[config.mk]
export PLATFORM = sky130hd
export DESIGN_NAME = binomial_coefficient_unit
export DESIGN_NICKNAME = d
export VERILOG_FILES = /design/src/design/bcu_pkg.sv /design/src/design/bcu_front.sv /design/src/design/bcu_queue.sv /design/src/design/bcu_back.sv /design/src/design/binomial_coefficient_unit.sv
export VERILOG_INCLUDE_DIRS = /design/src /design/src/design
export SDC_FILE = /design/constraint.sdc
export NUM_CORES = 2
export LEC_CHECK = 0
export ABC_AREA = 0
export BUFFER_PORTS_ARGS = -buffer_cell sky130_fd_sc_hd__buf_2
export CAP_MARGIN = 25
export CORE_MARGIN = 2
export CORE_UTILIZATION = 59
export DETAILED_ROUTE_END_ITERATION = 10
export HOLD_SLACK_MARGIN = 0.05
export PLACE_DENSITY = 0.78
export SLEW_MARGIN = 20
export SYNTH_ARGS = -nofsm -noshare
export SYNTH_HDL_FRONTEND = slang
export SYNTH_HIERARCHICAL = 1
export SYNTH_SLANG_ARGS = --single-unit
[constraint.sdc]
create_clock -name clock -period 7.4 [get_ports clock]
set_input_delay 0.74 -clock clock [delete_from_list [all_inputs] [get_ports clock]]
set_output_delay 0.74 -clock clock [all_outputs]
set_load 0.03 [all_outputs]
[src/design/binomial_coefficient_unit_assert.svh]
// ---------------------------------------------------------------------------
// Assertion macros for the binomial coefficient unit
// Concurrent checks sampled on the rising edge of clock.
// ---------------------------------------------------------------------------
`ifndef BINOMIAL_COEFFICIENT_UNIT_ASSERT_SVH
`define BINOMIAL_COEFFICIENT_UNIT_ASSERT_SVH

// Implication checked only outside of reset.
`define BCU_ASSERT_IMPLY(label, cond, expect_expr) \
   label: assert property (@(posedge clock) disable iff (reset) \
      (cond) |-> (expect_expr)) else $error("bcu assertion failed");

// Implication checked also across reset.
`define BCU_ASSERT_ALWAYS(label, cond, expect_expr) \
   label: assert property (@(posedge clock) \
      (cond) |-> (expect_expr)) else $error("bcu assertion failed");

`endif

[src/design/bcu_pkg.sv]
// ---------------------------------------------------------------------------
// bcu_pkg
// Shared types and constants of the binomial coefficient unit.
// ---------------------------------------------------------------------------
`timescale 1ns / 1ps

package bcu_pkg;

   // Width of the result word and of one half of it.
   localparam int COEF_WIDTH = 64;
   localparam int HALF_WIDTH = 32;

   // Depth of the queue between front and back.
   localparam int QUEUE_DEPTH = 2;
   localparam int QUEUE_PTR_WIDTH = 1;

   // Class of one word, decided by the front.
   typedef enum logic [1:0] {
      KIND_INVALID = 2'd0,   // r above n
      KIND_UNIT    = 2'd1,   // min(r, n-r) is zero
      KIND_TOTAL   = 2'd2,   // min(r, n-r) is one
      KIND_ITERATE = 2'd3    // needs the multiply-divide loop
   } kind_type;

endpackage

[src/design/bcu_front.sv]
// ---------------------------------------------------------------------------
// bcu_front
// Accepts request words, classifies them and pushes them into the queue.
// ---------------------------------------------------------------------------
`timescale 1ns / 1ps

module bcu_front #(
   parameter int COUNT_WIDTH = 10,
   parameter int WORD_WIDTH  = 22
) (
   input  logic                   req_valid,
   output logic                   req_ready,
   input  logic [COUNT_WIDTH-1:0] req_total_count,
   input  logic [COUNT_WIDTH-1:0] req_choose_count,
   input  logic                   queue_ready,
   output logic                   queue_push,
   output logic [WORD_WIDTH-1:0]  queue_word
);

   logic [COUNT_WIDTH-1:0] rest_count;
   logic [COUNT_WIDTH-1:0] small_count;
   bcu_pkg::kind_type      kind;

   always_comb begin
      rest_count  = req_total_count - req_choose_count;
      small_count = (rest_count < req_choose_count) ? rest_count : req_choose_count;
      if (req_choose_count > req_total_count) begin
         kind = bcu_pkg::KIND_INVALID;
      end else if (small_count == '0) begin
         kind = bcu_pkg::KIND_UNIT;
      end else if (small_count == COUNT_WIDTH'(1)) begin
         kind = bcu_pkg::KIND_TOTAL;
      end else begin
         kind = bcu_pkg::KIND_ITERATE;
      end
   end

   assign req_ready  = queue_ready;
   assign queue_push = req_valid & queue_ready;
   assign queue_word = {kind, req_total_count, small_count};

endmodule

[src/design/bcu_queue.sv]
// ---------------------------------------------------------------------------
// bcu_queue
// Short first-in first-out queue between front and back.
// ---------------------------------------------------------------------------
`timescale 1ns / 1ps

module bcu_queue #(
   parameter int WORD_WIDTH = 22
) (
   input  logic                  clock,
   input  logic                  reset,
   input  logic                  push,
   input  logic [WORD_WIDTH-1:0] push_word,
   output logic                  push_ready,
   output logic                  pop_valid,
   input  logic                  pop,
   output logic [WORD_WIDTH-1:0] pop_word
);

   localparam int CNT_WIDTH = $clog2(bcu_pkg::QUEUE_DEPTH + 1);

   logic [WORD_WIDTH-1:0]                mem_ff [bcu_pkg::QUEUE_DEPTH];
   logic [bcu_pkg::QUEUE_PTR_WIDTH-1:0]  wr_ptr_ff;
   logic [bcu_pkg::QUEUE_PTR_WIDTH-1:0]  rd_ptr_ff;
   logic [CNT_WIDTH-1:0]                 count_ff;
   logic                                 do_push;
   logic                                 do_pop;

   assign push_ready = (count_ff != CNT_WIDTH'(bcu_pkg::QUEUE_DEPTH));
   assign pop_valid  = (count_ff != '0);
   assign do_push    = push & push_ready;
   assign do_pop     = pop & pop_valid;
   assign pop_word   = mem_ff[rd_ptr_ff];

   always_ff @(posedge clock) begin
      if (do_push) begin
         mem_ff[wr_ptr_ff] <= push_word;
      end
   end

   always_ff @(posedge clock) begin
      if (reset) begin
         wr_ptr_ff <= '0;
         rd_ptr_ff <= '0;
         count_ff  <= '0;
      end else begin
         if (do_push) begin
            wr_ptr_ff <= wr_ptr_ff + 1'b1;
         end
         if (do_pop) begin
            rd_ptr_ff <= rd_ptr_ff + 1'b1;
         end
         if (do_push && !do_pop) begin
            count_ff <= count_ff + 1'b1;
         end else if (do_pop && !do_push) begin
            count_ff <= count_ff - 1'b1;
         end
      end
   end

endmodule

[src/design/bcu_back.sv]
// ---------------------------------------------------------------------------
// bcu_back
// Runs the multiply and exact divide steps and holds the result register.
// ---------------------------------------------------------------------------
`timescale 1ns / 1ps

module bcu_back #(
   parameter int COUNT_WIDTH = 10,
   parameter int WORD_WIDTH  = 22
) (
   input  logic                          clock,
   input  logic                          reset,
   input  logic                          queue_valid,
   output logic                          queue_pop,
   input  logic [WORD_WIDTH-1:0]         queue_word,
   output logic                          rsp_valid,
   input  logic                          rsp_ready,
   output logic [bcu_pkg::COEF_WIDTH-1:0] rsp_coefficient,
   output logic                          rsp_overflow,
   output logic                          rsp_invalid
);

   localparam int CW         = COUNT_WIDTH;
   localparam int HW         = bcu_pkg::HALF_WIDTH;
   localparam int RW         = bcu_pkg::COEF_WIDTH;
   localparam int PART_WIDTH = HW + CW;
   localparam int PROD_WIDTH = RW + CW;
   localparam int BIT_WIDTH  = $clog2(PROD_WIDTH);

   typedef enum logic [2:0] {
      ST_IDLE,
      ST_MUL_LO,
      ST_MUL_HI,
      ST_SUM,
      ST_DIV,
      ST_CHECK,
      ST_FINISH
   } state_type;

   state_type               state_ff,     state_in;
   logic [RW-1:0]           acc_ff,       acc_in;
   logic                    ovf_ff,       ovf_in;
   logic                    inv_ff,       inv_in;
   logic [CW-1:0]           term_ff,      term_in;
   logic [CW-1:0]           step_ff,      step_in;
   logic [CW-1:0]           limit_ff,     limit_in;
   logic [PART_WIDTH-1:0]   part_lo_ff,   part_lo_in;
   logic [PART_WIDTH-1:0]   part_hi_ff,   part_hi_in;
   logic [PROD_WIDTH-1:0]   quot_ff,      quot_in;
   logic [CW-1:0]           rem_ff,       rem_in;
   logic [BIT_WIDTH-1:0]    bit_ff,       bit_in;
   logic                    out_valid_ff, out_valid_in;
   logic [RW-1:0]           out_coef_ff,  out_coef_in;
   logic                    out_ovf_ff,   out_ovf_in;
   logic                    out_inv_ff,   out_inv_in;

   bcu_pkg::kind_type       word_kind;
   logic [CW-1:0]           word_total;
   logic [CW-1:0]           word_small;
   logic [CW:0]             rem_shift;
   logic [CW:0]             rem_diff;
   logic                    quot_bit;

   assign word_kind  = bcu_pkg::kind_type'(queue_word[WORD_WIDTH-1 -: 2]);
   assign word_total = queue_word[2*CW-1 -: CW];
   assign word_small = queue_word[CW-1:0];

   // One restoring division bit per cycle.
   assign rem_shift = {rem_ff, quot_ff[PROD_WIDTH-1]};
   assign rem_diff  = rem_shift - {1'b0, step_ff};
   assign quot_bit  = (rem_shift >= {1'b0, step_ff});

   assign queue_pop       = (state_ff == ST_IDLE);
   assign rsp_valid       = out_valid_ff;
   assign rsp_coefficient = out_coef_ff;
   assign rsp_overflow    = out_ovf_ff;
   assign rsp_invalid     = out_inv_ff;

   always_comb begin
      state_in     = state_ff;
      acc_in       = acc_ff;
      ovf_in       = ovf_ff;
      inv_in       = inv_ff;
      term_in      = term_ff;
      step_in      = step_ff;
      limit_in     = limit_ff;
      part_lo_in   = part_lo_ff;
      part_hi_in   = part_hi_ff;
      quot_in      = quot_ff;
      rem_in       = rem_ff;
      bit_in       = bit_ff;
      out_valid_in = out_valid_ff & ~rsp_ready;
      out_coef_in  = out_coef_ff;
      out_ovf_in   = out_ovf_ff;
      out_inv_in   = out_inv_ff;

      case (state_ff)
         ST_IDLE: begin
            if (queue_valid) begin
               ovf_in = 1'b0;
               inv_in = 1'b0;
               case (word_kind)
                  bcu_pkg::KIND_INVALID: begin
                     acc_in   = '0;
                     inv_in   = 1'b1;
                     state_in = ST_FINISH;
                  end
                  bcu_pkg::KIND_UNIT: begin
                     acc_in   = RW'(1);
                     state_in = ST_FINISH;
                  end
                  bcu_pkg::KIND_TOTAL: begin
                     acc_in   = RW'(word_total);
                     state_in = ST_FINISH;
                  end
                  default: begin
                     acc_in   = RW'(1);
                     term_in  = word_total - word_small + CW'(1);
                     step_in  = CW'(1);
                     limit_in = word_small;
                     state_in = ST_MUL_LO;
                  end
               endcase
            end
         end
         ST_MUL_LO: begin
            part_lo_in = PART_WIDTH'(acc_ff[HW-1:0]) * PART_WIDTH'(term_ff);
            state_in   = ST_MUL_HI;
         end
         ST_MUL_HI: begin
            part_hi_in = PART_WIDTH'(acc_ff[RW-1:HW]) * PART_WIDTH'(term_ff);
            state_in   = ST_SUM;
         end
         ST_SUM: begin
            quot_in  = {part_hi_ff, {HW{1'b0}}} + PROD_WIDTH'(part_lo_ff);
            rem_in   = '0;
            bit_in   = '0;
            state_in = ST_DIV;
         end
         ST_DIV: begin
            quot_in = {quot_ff[PROD_WIDTH-2:0], quot_bit};
            rem_in  = quot_bit ? rem_diff[CW-1:0] : rem_shift[CW-1:0];
            bit_in  = bit_ff + 1'b1;
            if (bit_ff == BIT_WIDTH'(PROD_WIDTH - 1)) begin
               state_in = ST_CHECK;
            end
         end
         ST_CHECK: begin
            if (quot_ff[PROD_WIDTH-1:RW] != '0) begin
               acc_in   = '1;
               ovf_in   = 1'b1;
               state_in = ST_FINISH;
            end else begin
               acc_in = quot_ff[RW-1:0];
               if (step_ff == limit_ff) begin
                  state_in = ST_FINISH;
               end else begin
                  step_in  = step_ff + CW'(1);
                  term_in  = term_ff + CW'(1);
                  state_in = ST_MUL_LO;
               end
            end
         end
         ST_FINISH: begin
            if (!out_valid_ff || rsp_ready) begin
               out_valid_in = 1'b1;
               out_coef_in  = acc_ff;
               out_ovf_in   = ovf_ff;
               out_inv_in   = inv_ff;
               state_in     = ST_IDLE;
            end
         end
         default: begin
            state_in = ST_IDLE;
         end
      endcase
   end

   always_ff @(posedge clock) begin
      if (reset) begin
         state_ff     <= ST_IDLE;
         out_valid_ff <= 1'b0;
      end else begin
         state_ff     <= state_in;
         out_valid_ff <= out_valid_in;
      end
      acc_ff      <= acc_in;
      ovf_ff      <= ovf_in;
      inv_ff      <= inv_in;
      term_ff     <= term_in;
      step_ff     <= step_in;
      limit_ff    <= limit_in;
      part_lo_ff  <= part_lo_in;
      part_hi_ff  <= part_hi_in;
      quot_ff     <= quot_in;
      rem_ff      <= rem_in;
      bit_ff      <= bit_in;
      out_coef_ff <= out_coef_in;
      out_ovf_ff  <= out_ovf_in;
      out_inv_ff  <= out_inv_in;
   end

endmodule

[src/design/binomial_coefficient_unit.sv]
// Binomial coefficient unit: each request word carries n and r and yields one
// response word with the exact C(n,r), all ones plus overflow when the value
// needs more than 64 bits, or zero plus invalid when r is above n. With the
// back end idle, words with min(r, n-r) of 0 or 1, and invalid words, pass
// through the queue, the idle state and the finish state into the response
// register. Other words add k = min(r, n-r) steps of two multiply states, a
// sum state, the bit-serial exact divider that produces one quotient bit per
// cycle over the 64+COUNT_WIDTH bit product, and a check state; the loop
// stops at the first step that overflows. Requests are taken into a
// two-word queue while the back end works, and a finished response waits in
// its own register.
// ---------------------------------------------------------------------------
// binomial_coefficient_unit
// Top level: classifying front end, word queue and iterative back end.
// ---------------------------------------------------------------------------
`timescale 1ns / 1ps

module binomial_coefficient_unit #(
   parameter int COUNT_WIDTH = 10
) (
   input  logic                           clock,
   input  logic                           reset,
   input  logic                           req_valid,
   output logic                           req_ready,
   input  logic [COUNT_WIDTH-1:0]         req_total_count,
   input  logic [COUNT_WIDTH-1:0]         req_choose_count,
   output logic                           rsp_valid,
   input  logic                           rsp_ready,
   output logic [bcu_pkg::COEF_WIDTH-1:0] rsp_coefficient,
   output logic                           rsp_overflow,
   output logic                           rsp_invalid
);

   // Queue word: class, n and min(r, n-r).
   localparam int WORD_WIDTH = $bits(bcu_pkg::kind_type) + 2 * COUNT_WIDTH;

   logic                  queue_ready;
   logic                  queue_push;
   logic [WORD_WIDTH-1:0] push_word;
   logic                  queue_valid;
   logic                  queue_pop;
   logic [WORD_WIDTH-1:0] pop_word;

   // Classify the request and push it when the queue has room.
   bcu_front #(
      .COUNT_WIDTH (COUNT_WIDTH),
      .WORD_WIDTH  (WORD_WIDTH)
   ) u_front (
      .req_valid        (req_valid),
      .req_ready        (req_ready),
      .req_total_count  (req_total_count),
      .req_choose_count (req_choose_count),
      .queue_ready      (queue_ready),
      .queue_push       (queue_push),
      .queue_word       (push_word)
   );

   // Hold classified words until the back end is free.
   bcu_queue #(
      .WORD_WIDTH (WORD_WIDTH)
   ) u_queue (
      .clock      (clock),
      .reset      (reset),
      .push       (queue_push),
      .push_word  (push_word),
      .push_ready (queue_ready),
      .pop_valid  (queue_valid),
      .pop        (queue_pop),
      .pop_word   (pop_word)
   );

   // Multiply, divide exactly, and drive the response register.
   bcu_back #(
      .COUNT_WIDTH (COUNT_WIDTH),
      .WORD_WIDTH  (WORD_WIDTH)
   ) u_back (
      .clock           (clock),
      .reset           (reset),
      .queue_valid     (queue_valid),
      .queue_pop       (queue_pop),
      .queue_word      (pop_word),
      .rsp_valid       (rsp_valid),
      .rsp_ready       (rsp_ready),
      .rsp_coefficient (rsp_coefficient),
      .rsp_overflow    (rsp_overflow),
      .rsp_invalid     (rsp_invalid)
   );

`include "binomial_coefficient_unit_assert.svh"

   // An invalid word carries a zero coefficient and no overflow.
   `BCU_ASSERT_IMPLY(a_invalid_zero, rsp_valid && rsp_invalid,
                     rsp_coefficient == '0 && !rsp_overflow)
   // A saturated word carries all ones.
   `BCU_ASSERT_IMPLY(a_overflow_ones, rsp_valid && rsp_overflow, rsp_coefficient == '1)
   // No response word right after reset.
   `BCU_ASSERT_ALWAYS(a_reset_empty, $past(reset), !rsp_valid)

endmodule
==> metrics.csv <==
metric,value,unit
status,finished clean,
fp.dieH,257,microns
ios,92,
netlist_area,0.0377,sq mm
yosys.area_share.xor_xnor,3.86,%
worstReg2RegStart,u_back/term_ff[4]$_DFFE_PP_,
ys_top_cells_by_count,"nand2_1 (515), inv_1 (501), fa_1 (480)",
rr_endpoint,u_back/part_lo_ff[34]$_DFFE_PP_,
multiInputGateArea,0.0233,sq mm
max_freq,0.153,GHz
worst_ep_required_time,7.73,ns
tritoncts,built,
port_buffers,91,
skew,0.0370,ns
reg2reg_slack,0.88,ns
regArea,0.0116,sq mm
startpoint_type,flip-flop,
ant_nets,0,
clock_sinks,390,
holdWs,0.366,ns
whs_path_depth,1,
hold_viol,0,
crit_start,u_back/term_ff[4]$_DFFE_PP_,
numCtsBuffers,46,
yosysSeqAreaShare,30.9,%
synthesis.nets,4471,
worst_path_most_repeated_cell,fa_1,
drc,0,
dpl.hpwl,64800,microns
synthSimpleGateAreaFrac,16.8,%
htreeDepth,2,
grt_pass1_wl,147000,microns
synth-seq-cells,390,
postSynthAreaPerCell,10.0,sq um
synth.most_common_cell,nand2_1,
cts_resized,0,
synthMuxAreaShare,0.864,%
asyncSetResetFlopFracSynth,0,%
synth-compound-area-share,7.63,%
drive_above_1_share,6.93,%
path_cells,buf_8 > buf_4 > and2_1 > fa_1 > fa_1 > fa_1 > fa_1 > inv_1 > fa_1 > inv_1 > ha_1 > a21oi_1 > o211ai_1 > a221oi_2 > a211oi_1 > o21ai_1 > o21bai_1 > xor2_1,
worst_setup_path_end_kind,flip-flop,
clk_pin_slew,0.06,ns
layout_min_cycle_time,6.52,ns
place_congestion,0.960,
synth.distinct_cells,82,
grt_setup_unrepaired,no,
synth_cells,3751,
vias,26300,
grt_pass1_vias,27700,
path_buf_inv,4,
cts_setup_buffers,0,
synth_top_family_by_area,adder cells,
viasPerCell,5.74,
initial_core_util,59.7,%
ctsHoldBuffers,0,
slowest_stage,edfxtp_1,
worst-r2r-cell-count,18,
antenna_found_initial,2,
synth_fa_ha_area_share,32.7,%
tns,0,ns
nFillCells,5074,
n_antenna_cell,0,
maxCapViolCount,0,
final_max_slew_viol_count,0,
worstPathArrival,6.86,ns
synth.area.top_cells,"edfxtp_1 (30%), fa_1 (26%), ha_1 (7.2%), and2_1 (6.0%), nand2_1 (5.1%)",
finalCritPeriodShare,88.2,%
critPathMaxFanout,30,
ys_warn_count,6,
areaGrowthSynthToFinish,6.64,%
die-area,0.0659,sq mm
grt.total_usage,28.0,%
min_from,req_total_count[5],
finalSetupViolCount,0,
cpPeakStageDelay,0.79,ns
cts.path.max_buffers,3,
crit_type,reg2reg,
die_x,257,microns
critPathTopFamily,adder cells,
tightest_slew,1.07,ns
synth_edf_count,381,
hold_end,u_queue/mem_ff[0][15]$_DFFE_PP_,
synth.top_cell.area_share,30.4,%
nets,4427,
core,0.0631,sq mm
ys.flop_type,edfxtp_1,
post_drt_wl_per_cell,19.5,microns
yosysTopAreaCell,edfxtp_1,
first_iter_violations,2225,
first_pass_iters,5,
row_count,92,
worst_slack,0.876,ns
grt_max_degree,86,
relSlewSlack,28.4,%
root_buffer,clkbuf_16,
wirelength,89500,microns
pre_cts_slack,0.769,ns
grt.overflow.total,0,
hp-class,in2reg,
clock_latency,0.60,ns
-- cell type report --
type                            instances  share of cell area (%)
Timing Repair Buffer                  123                    1.84
Clock buffer                           51                    2.91
Multi-Input combinational cell       2645                    58.1
Clock inverter                         29                   0.854
Sequential cell                       390                    28.9
Inverter                              501                    4.68
Tap cell                              846                    2.64
-- stage by stage --
| stage | std cells | instance area, sq um | util, % |
|---|---|---|---|
| finish | 4585 | 40200 | 63.7 |
| global placement | 4501 | 38600 | 61.2 |
| floorplan | 3751 | 37700 | - |
| CTS | 4582 | 40100 | 63.6 |
| detailed placement | 4502 | 38600 | 61.2 |
| global route | 4585 | 40200 | 63.7 |
-- worst register-to-register path: stages (launching register included) --
cell and delay (ns):
edfxtp_1 0.79, buf_8 0.25, buf_4 0.33, and2_1 0.23
fa_1 0.42, fa_1 0.56, fa_1 0.42, fa_1 0.49
inv_1 0.05, fa_1 0.47, inv_1 0.04, ha_1 0.37
a21oi_1 0.40, o211ai_1 0.19, a221oi_2 0.42, a211oi_1 0.19
o21ai_1 0.32, o21bai_1 0.16, xor2_1 0.17
-- metal layers --
metal | GRT usage, % | vias to the layer above | share of wire (%)
met5 | 0 | - | 0
met4 | 8.09 | 0 | 2.9
met3 | 5.10 | 183 | 7.8
met2 | 46.7 | 1055 | 48
met1 | 37.7 | 13100 | 42
li1 | - | 12000 | -
-- flip-flops by register name (all words and copies together) (netlist names), named ones only --
| name | cells |
|---|---|
| u_back/rsp_coefficient | 64 |
| u_queue/wr_ptr_ff | 1 |
| u_queue/rd_ptr_ff | 1 |
| u_back/state_ff | 3 |
| u_back/rsp_invalid | 1 |
| u_back/limit_ff | 10 |
| u_back/rsp_overflow | 1 |
| u_back/rsp_valid | 1 |
| u_back/inv_ff | 1 |
| u_back/rem_ff | 10 |
| u_back/quot_ff | 74 |
| u_back/acc_ff | 64 |
| u_back/part_lo_ff | 42 |
| u_queue/mem_ff | 44 |
| u_back/ovf_ff | 1 |
| u_back/term_ff | 10 |
| u_queue/count_ff | 2 |
| u_back/step_ff | 10 |
| u_back/part_hi_ff | 42 |
| u_back/bit_ff | 7 |
-- layout by cell type (no fill, tap or decap), types with 49 or more instances in the layout --
master,count
a21oi_1,136
xnor2_1,98
buf_2,91
nor2_1,225
inv_1,501
nand2_1,514
a21o_1,49
ha_1,216
xor2_1,68
fa_1,480
and2_1,362
o21ai_0,94
edfxtp_1,381
-- worst max path at each step --
stage	end	slack, ns	depth (start not counted)
6_report	u_back/part_lo_ff[34]$_DFFE_PP_	0.88	18
3_5_place_dp	u_back/part_lo_ff[41]$_DFFE_PP_	0.77	17
3_3_place_gp	u_back/part_lo_ff[41]$_DFFE_PP_	0.93	17
2_1_floorplan	u_back/part_hi_ff[40]$_DFFE_PP_	1.67	20
5_1_grt	u_back/part_hi_ff[34]$_DFFE_PP_	0.66	18
4_1_cts	u_back/part_lo_ff[34]$_DFFE_PP_	0.72	17
-- kinds of logic after synthesis --
family | Yosys count
and+or+nand+nor | 1314
xor gates and xnor gates | 166
buffers and inverters | 716
muxes | 29
adders and majority gates | 696
AOI/OAI and AO/OA | 440
DFF | 390
Power is left out: the tool's default activity adds up to more than one toggle a clock period on the data nets, which glitch-free logic cannot reach.
